## src/rtl/parity_channel_id_allocator_unit_assert.svh

```systemverilog
// ============================================================================
// Parity channel id allocator - assertion macros
// Concurrent checks on clk, disabled while arst_n is low.
// ============================================================================
`ifndef PARITY_CHANNEL_ID_ALLOCATOR_UNIT_ASSERT_SVH
`define PARITY_CHANNEL_ID_ALLOCATOR_UNIT_ASSERT_SVH

// check cons in the same cycle as ante
`define PCID_ASSERT_NOW(lbl, ante, cons, msg) \
	lbl: assert property (@(posedge clk) disable iff (!arst_n) (ante) |-> (cons)) \
		else $error(msg);

// check cons in the cycle after ante
`define PCID_ASSERT_NEXT(lbl, ante, cons, msg) \
	lbl: assert property (@(posedge clk) disable iff (!arst_n) (ante) |=> (cons)) \
		else $error(msg);

`endif

```

## src/rtl/pcid_pkg.sv

```systemverilog
// ============================================================================
// Parity channel id allocator - package
// Field widths, command and status codes, used-map word geometry.
// ============================================================================
`default_nettype none

package pcid_pkg;

	localparam int CHAN_W      = 15;
	localparam int CMD_W       = 3;
	localparam int STAT_W      = 3;
	localparam int ID_BITS_DEF = 14;

	localparam int WORD_BITS = 64;
	localparam int BIT_W     = 6;

	localparam logic [CMD_W-1:0] CMD_ALLOC = 3'd0;
	localparam logic [CMD_W-1:0] CMD_REG   = 3'd1;
	localparam logic [CMD_W-1:0] CMD_REL   = 3'd2;
	localparam logic [CMD_W-1:0] CMD_CHECK = 3'd3;
	localparam logic [CMD_W-1:0] CMD_QRY   = 3'd4;

	localparam logic [STAT_W-1:0] STAT_OK      = 3'd0;
	localparam logic [STAT_W-1:0] STAT_NOFREE  = 3'd1;
	localparam logic [STAT_W-1:0] STAT_ALREADY = 3'd2;
	localparam logic [STAT_W-1:0] STAT_NOTREG  = 3'd3;
	localparam logic [STAT_W-1:0] STAT_INVALID = 3'd4;

	typedef struct packed {
		logic             hit;
		logic             at_end;
		logic [BIT_W-1:0] idx;
	} scan_res_t;

endpackage

`default_nettype wire

```

## src/rtl/pcid_scan.sv

```systemverilog
// ============================================================================
// Parity channel id allocator - word scanner
// Masks one used-map word to the ids of one parity inside [lo, hi] and
// finds the lowest free one.
// ============================================================================
`default_nettype none

module pcid_scan #(
	parameter int AW = 9
) (
	input  wire logic [pcid_pkg::WORD_BITS-1:0] rdata,
	input  wire logic [AW-1:0]                  chk_w,
	input  wire logic [pcid_pkg::CHAN_W-1:0]    lo,
	input  wire logic [pcid_pkg::CHAN_W-1:0]    hi,
	input  wire logic                           par,
	output pcid_pkg::scan_res_t                 res
);

	import pcid_pkg::*;

	localparam int GROUP_W = 8;
	localparam int GROUPS  = WORD_BITS / GROUP_W;
	localparam int GW      = $clog2(GROUP_W);
	localparam int GSW     = BIT_W - GW;
	localparam logic [WORD_BITS-1:0] EVEN_BITS = {(WORD_BITS / 2){2'b01}};

	logic [AW-1:0]        wlo;
	logic [AW-1:0]        whi;
	logic [WORD_BITS-1:0] ge_mask;
	logic [WORD_BITS-1:0] le_mask;
	logic [WORD_BITS-1:0] par_mask;
	logic [WORD_BITS-1:0] cand;
	logic [GROUPS-1:0]    gany;
	logic [GW-1:0]        gidx [GROUPS];
	logic [GSW-1:0]       gsel;

	assign wlo      = AW'(lo >> BIT_W);
	assign whi      = AW'(hi >> BIT_W);
	assign ge_mask  = (chk_w == wlo) ? ({WORD_BITS{1'b1}} << lo[BIT_W-1:0])
	                                 : {WORD_BITS{1'b1}};
	assign le_mask  = (chk_w == whi) ? ({WORD_BITS{1'b1}} >> ~hi[BIT_W-1:0])
	                                 : {WORD_BITS{1'b1}};
	assign par_mask = par ? ~EVEN_BITS : EVEN_BITS;
	assign cand     = ~rdata & ge_mask & le_mask & par_mask;

	always_comb begin
		for (int g = 0; g < GROUPS; g++) begin
			gany[g] = |cand[g*GROUP_W +: GROUP_W];
			gidx[g] = '0;
			for (int b = GROUP_W - 1; b >= 0; b--) begin
				if (cand[g*GROUP_W + b]) begin
					gidx[g] = GW'(b);
				end
			end
		end
		gsel = '0;
		for (int g = GROUPS - 1; g >= 0; g--) begin
			if (gany[g]) begin
				gsel = GSW'(g);
			end
		end
	end

	assign res.hit    = |gany;
	assign res.at_end = (chk_w == whi);
	assign res.idx    = {gsel, gidx[gsel]};

endmodule

`default_nettype wire

```

## config.mk

```make
export PLATFORM = sky130hd
export DESIGN_NAME = pcid_scan
export DESIGN_NICKNAME = d
export VERILOG_FILES = /design/src/rtl/parity_channel_id_allocator_unit_assert.svh /design/src/rtl/pcid_pkg.sv /design/src/rtl/pcid_scan.sv
export SDC_FILE = /design/constraint.sdc
export NUM_CORES = 1
export LEC_CHECK = 0
export BUFFER_PORTS_ARGS = -buffer_cell sky130_fd_sc_hd__buf_4
export CAP_MARGIN = 15
export CORE_MARGIN = 5
export CORE_UTILIZATION = 55
export DETAILED_ROUTE_END_ITERATION = 10
export GPL_TIMING_DRIVEN = 0
export PLACE_DENSITY = 0.89
export SYNTH_ARGS = -nofsm -noshare
export SYNTH_HDL_FRONTEND = slang
export SYNTH_SLANG_ARGS = --single-unit
```

## constraint.sdc

```tcl
create_clock -name vclk -period 4.2
set_clock_uncertainty 0.2 [all_clocks]
set_input_delay 0.21 -clock vclk [all_inputs]
set_output_delay 0.21 -clock vclk [all_outputs]
set_load 0.01 [all_outputs]
```

==> flow_metrics.env, run 1 <==
export IMPL_outcome="complete, but fails checks"
export IMPL_violations="negative setup slack"
export IMPL_ir_drop_mv=0.0911
export IMPL_power_mw=0.539
export IMPL_yosysSeqAreaShare=0
export IMPL_max_freq_mhz=230
export IMPL_seqCellArea_um2=0
export IMPL_grt_pass1_vias=5268
export IMPL_required_ps=3790
export IMPL_grt_start_max_net_pins=20
export IMPL_areaGrowthSynthToFinish_pct=40.5
export IMPL_overflow=0
export IMPL_netlist_area_um2=3410
export IMPL_slew_violations=0
export IMPL_drive_gt1_frac=0.317
export IMPL_wl_per_cell_um=24.4
export IMPL_p_int_mw=0.213
export IMPL_seqPwrFrac=0
export IMPL_setup_viol=2
export IMPL_syn_nets=651
export IMPL_viasPerCell=7.80
export IMPL_hold_viol=0
export IMPL_fillerInstances=429
export IMPL_postRouteAntennaNets=0
export IMPL_die_area_um2=7880
export IMPL_gp_congestion=1.16
export IMPL_p_leak_nw=1.87
export IMPL_stdcell_count=741
export IMPL_switchingPower_mw=0.326
export IMPL_crit_type="primary input to output port"
export IMPL_setup_ws_ps=-154
export IMPL_totalWireLength_um=18100
export IMPL_max_slew_worst_pin_slew_ps=673
export IMPL_rows=28
export IMPL_synth_area_per_cell_um2=6.24
export IMPL_grtUsageTotal=0.426
export IMPL_layout_commonest_cell="buf_4"
export IMPL_netlist_top_cell_by_area="nor2_1"
export IMPL_ys_warn_count=0
export IMPL_synthCells=547
export IMPL_drv_cap=0
export IMPL_cp_data_arrival_time_ps=3940
export IMPL_worstHoldStart="rdata[0]"
export IMPL_hold_ws_ps=817
export IMPL_nNetsFinal=772
export IMPL_firstDrtPassIters=10
export IMPL_io_buffers=109
export IMPL_via_count=5777
export IMPL_die_w_um=88.8
export IMPL_switching_share=0.605
export IMPL_ctsHoldBuffers=0
export IMPL_p_per_area_nw_per_um2=112
export IMPL_tns_ps=-181
export IMPL_drc=0
export IMPL_layout_common_cells="buf_4 (129), nor2_1 (61), nand2_1 (45), a21oi_1 (42), o21ai_0 (28)"
export IMPL_design_seq_count=0
export IMPL_power_share_clock=0
export IMPL_pwr_share_comb=1.000
export IMPL_relSlewSlack=0.546
export IMPL_clkbuf_count=0
export IMPL_dp_cells=731
export IMPL_pin_count=112
export IMPL_fin_crit_ps=4350
export IMPL_drtIter0Drc=1193
export IMPL_crit_fanout=10
export IMPL_grt_pass1_wl_um=26100
export IMPL_dp_hpwl_um=13300
export IMPL_min_period_over_period=1.04
export IMPL_floorplan_initialDensity=0.570
export IMPL_yosysUniqueCellTypes=81
export IMPL_hold_class="primary input to output port"
export IMPL_yosys_area_top_type_share=0.0671
export IMPL_antennaDiodeCount=0
export IMPL_rsz0062_at_grt="true"
export IMPL_die_h_um=88.8
export IMPL_netlist_top_cells_area="nor2_1 (6.7%), a21oi_1 (6.3%), nand2_1 (5.1%)"
export IMPL_crit_start="chk_w[6]"
export IMPL_start_kind="primary input"
export IMPL_coreArea_um2=5990
export IMPL_antenna_found_initial=0
export IMPL_cp_end_kind="output port"
kinds of logic after synthesis:
| kind of cell | synth area share |
|---|---|
| compound gates | 0.480 |
| xor+xnor | 0.0484 |
| buf+inv | 0.0887 |
| mux | 0.0161 |
| simple gates | 0.367 |
worst paths after layout:
path,slack (ps),depth (start not counted),to
max,-150,15,res[2]
min,820,6,res[1]
metrics by stage:
stage / instance area (um^2) / setup slack, ps / util
CTS: 4520 / 7.31 / 0.754
floorplan: 3410 / 721 / -
global placement: 4330 / -301 / 0.722
detailed placement: 4330 / -409 / 0.722
finish: 4800 / -154 / 0.801
global route: 4800 / -196 / 0.801
layout make-up:
class,instances,area (um^2),share of cell area
Multi-Input combinational cell,481,3450,0.720
Tap cell,75,93.8,0.0196
Buffer,47,263,0.0548
Timing Repair Buffer,125,938,0.196
Inverter,13,48.8,0.0102
per-layer routing:
layer,track usage,up-vias,part of all wire
met3,0.106,200,0.17
li1,-,2381,-
met4,0.254,0,0.10
met5,0,-,0
met2,0.669,666,0.40
met1,0.521,2530,0.33
critical path, stage by stage:
cell and delay, ps:
buf_4 130, xnor2_1 360, nand2_2 280, buf_2 310, o41ai_4 480, a21oi_1 120
o21ai_1 220, nor2b_1 240, nand4b_1 190, a31oi_2 310, o21a_1 200, buf_12 140
mux2i_2 350, o311a_1 260, buf_4 140
cells in the mapped netlist (9+ instances only):
library cell / instances
nor2_1: 61
nand2_1: 46
a21oi_1: 43
clkbuf_1: 39
o21ai_0: 29
nand3_1: 18
xnor2_1: 17
inv_1: 13
nor4_1: 13
nand2b_1: 12
nor3_1: 12
o41ai_1: 12
a211oi_1: 10
or2_2: 10
a211o_1: 9
a21o_1: 9
o22ai_1: 9
o31ai_1: 9
power by group through the flow:
stage                     sequential (mW)  clock (mW)  combinational [mW]
final                                   0           0               0.539
after global routing                    0           0               0.560
after CTS                               0           0               0.473
after detailed placement                0           0               0.454
after global placement                  0           0               0.444
after floorplan                         0           0               0.276
timing repair:
| action | 4_1_cts | 5_1_grt |
|---|---|---|
| gates resized for setup | 23 | 63 |
| pin swaps | 3 | 7 |
| endpoints found under the hold margin | 0 | 0 |
| setup endpoints to repair | 3 | 3 |
| setup buffers | 7 | 9 |
No activity file was read; power rests on OpenSTA's default activity.
==> inputs of run 2 (changes only) <==
- CORE_UTILIZATION: 55 -> 35
- PLACE_DENSITY: 0.89 -> 0.62
==> flow_metrics.env, run 2 (synthesized netlist as in run 1, its figures left out) <==
export IMPL_wl_per_cell_um=24.3
export IMPL_p_int_mw=0.210
export IMPL_grt_pass1_wl_um=28600
export IMPL_p_leak_nw=1.88
export IMPL_grt_pass1_vias=5048
export IMPL_endpoint="res[1]"
export IMPL_cp_slowest_cell="clkbuf_1"
export IMPL_pwr_share_comb=1.000
export IMPL_max_freq_mhz=240
export IMPL_layout_commonest_cell="buf_4"
export IMPL_cp_end_kind="output port"
export IMPL_overflow=0
export IMPL_setup_viol=0
export IMPL_cp_num_cells=14
export IMPL_crit_top_cell="clkbuf_1"
export IMPL_seqCellArea_um2=0
export IMPL_ctsHoldBuffers=0
export IMPL_clkbuf_count=0
export IMPL_drtIter0Drc=548
export IMPL_path_cells="clkbuf_1 > and2_1 > clkbuf_1 > a21oi_1 > nor4_4 > o32ai_1 > a222oi_1 > and3_2 > nand4_4 > nor3_4 > a31oi_1 > mux2_4 > o211ai_2 > buf_4"
export IMPL_drc=0
export IMPL_die_w_um=109
export IMPL_crit_start="lo[3]"
export IMPL_seqPwrFrac=0
export IMPL_floorplan_initialDensity=0.354
export IMPL_drive_gt1_frac=0.321
export IMPL_grt_start_max_net_pins=11
export IMPL_outcome="completed"
export IMPL_totalWireLength_um=19400
export IMPL_rows=36
export IMPL_switching_share=0.605
export IMPL_coreArea_um2=9640
export IMPL_firstDrtPassIters=5
export IMPL_route_met2_wl_um=8690
export IMPL_start_kind="primary input"
export IMPL_die_area_um2=11800
export IMPL_slew_violations=0
export IMPL_fin_crit_ps=4160
export IMPL_wl_met1_um=7730
export IMPL_areaGrowthSynthToFinish_pct=43.2
export IMPL_design_seq_count=0
export IMPL_min_period_over_period=0.990
export IMPL_via_count=5269
export IMPL_die_h_um=109
export IMPL_layout_common_cells="buf_4 (126), nor2_1 (60), nand2_1 (45), a21oi_1 (42), o21ai_0 (28)"
export IMPL_cp_data_arrival_time_ps=3750
export IMPL_cp_num_buf_inv=3
export IMPL_nNetsFinal=773
export IMPL_slowest_delay_ps=490
export IMPL_pin_count=112
export IMPL_io_buffers=109
export IMPL_ir_drop_mv=0.0604
export IMPL_dp_slack_ps=-518
export IMPL_hold_viol=0
export IMPL_met3_length_um=1890
export IMPL_grtUsageTotal=0.314
export IMPL_viasPerCell=6.59
export IMPL_power_share_clock=0
export IMPL_setup_ws_ps=41.9
export IMPL_gp_congestion=0.995
export IMPL_max_slew_worst_pin_slew_ps=682
export IMPL_highest_layer="met4"
export IMPL_postRouteAntennaNets=0
export IMPL_p_per_area_nw_per_um2=109
export IMPL_power_mw=0.533
export IMPL_drv_cap=0
export IMPL_switchingPower_mw=0.322
export IMPL_antennaDiodeCount=0
export IMPL_utilization=0.507
export IMPL_antenna_found_initial=0
export IMPL_crit_fanout=10
export IMPL_relSlewSlack=0.544
export IMPL_required_ps=3790
export IMPL_dp_hpwl_um=15500
export IMPL_cpLargestDelayFamily="simple AND/OR/NAND/NOR gates"
export IMPL_crit_type="primary input to output port"
export IMPL_hold_class="primary input to output port"
-- run 2: how the worst min path moves through the flow --
stage	start	to	slack, ps	cells after the start
finish	rdata[0]	res[1]	820	6
global route	rdata[0]	res[1]	860	6
CTS	rdata[0]	res[1]	780	6
detailed placement	rdata[0]	res[1]	780	6
global placement	rdata[0]	res[1]	780	6
floorplan	rdata[0]	res[1]	540	4
-- run 2: cell type report --
class,instances,area (um^2)
tap,133,166
multi-input combinational,481,3470
buffer,48,259
inverter,13,48.8
fill,1057,4750
timing repair buffer,125,951
-- run 2: what timing repair did --
action                                  in CTS  in global routing
pin swaps                                    5                  6
resized for setup                           33                 46
endpoints found under the setup margin       4                  3
setup buffers                                6                 10
-- run 2: layer usage --
metal	global-route usage	up-vias
li1	-	2379
met1	0.426	2473
met5	0	-
met4	0.135	0
met3	0.0320	69
met2	0.504	348
-- run 2: power groups by stage --
stage	registers, mW	logic (mW)	clock network, mW
final	0	0.533	0
after detailed placement	0	0.468	0
after CTS	0	0.487	0
after floorplan	0	0.276	0
after global routing	0	0.563	0
after global placement	0	0.467	0
-- run 2: per-stage QoR --
step                hold WS, ps  instances  instance area, um^2  TNS [ps]
floorplan                   538        547                 3410         0
global placement            776        789                 4400     -1490
detailed placement          778        789                 4400     -1470
CTS                         780        795                 4600         0
global route                861        800                 4890     -86.1
finish                      819        800                 4890         0
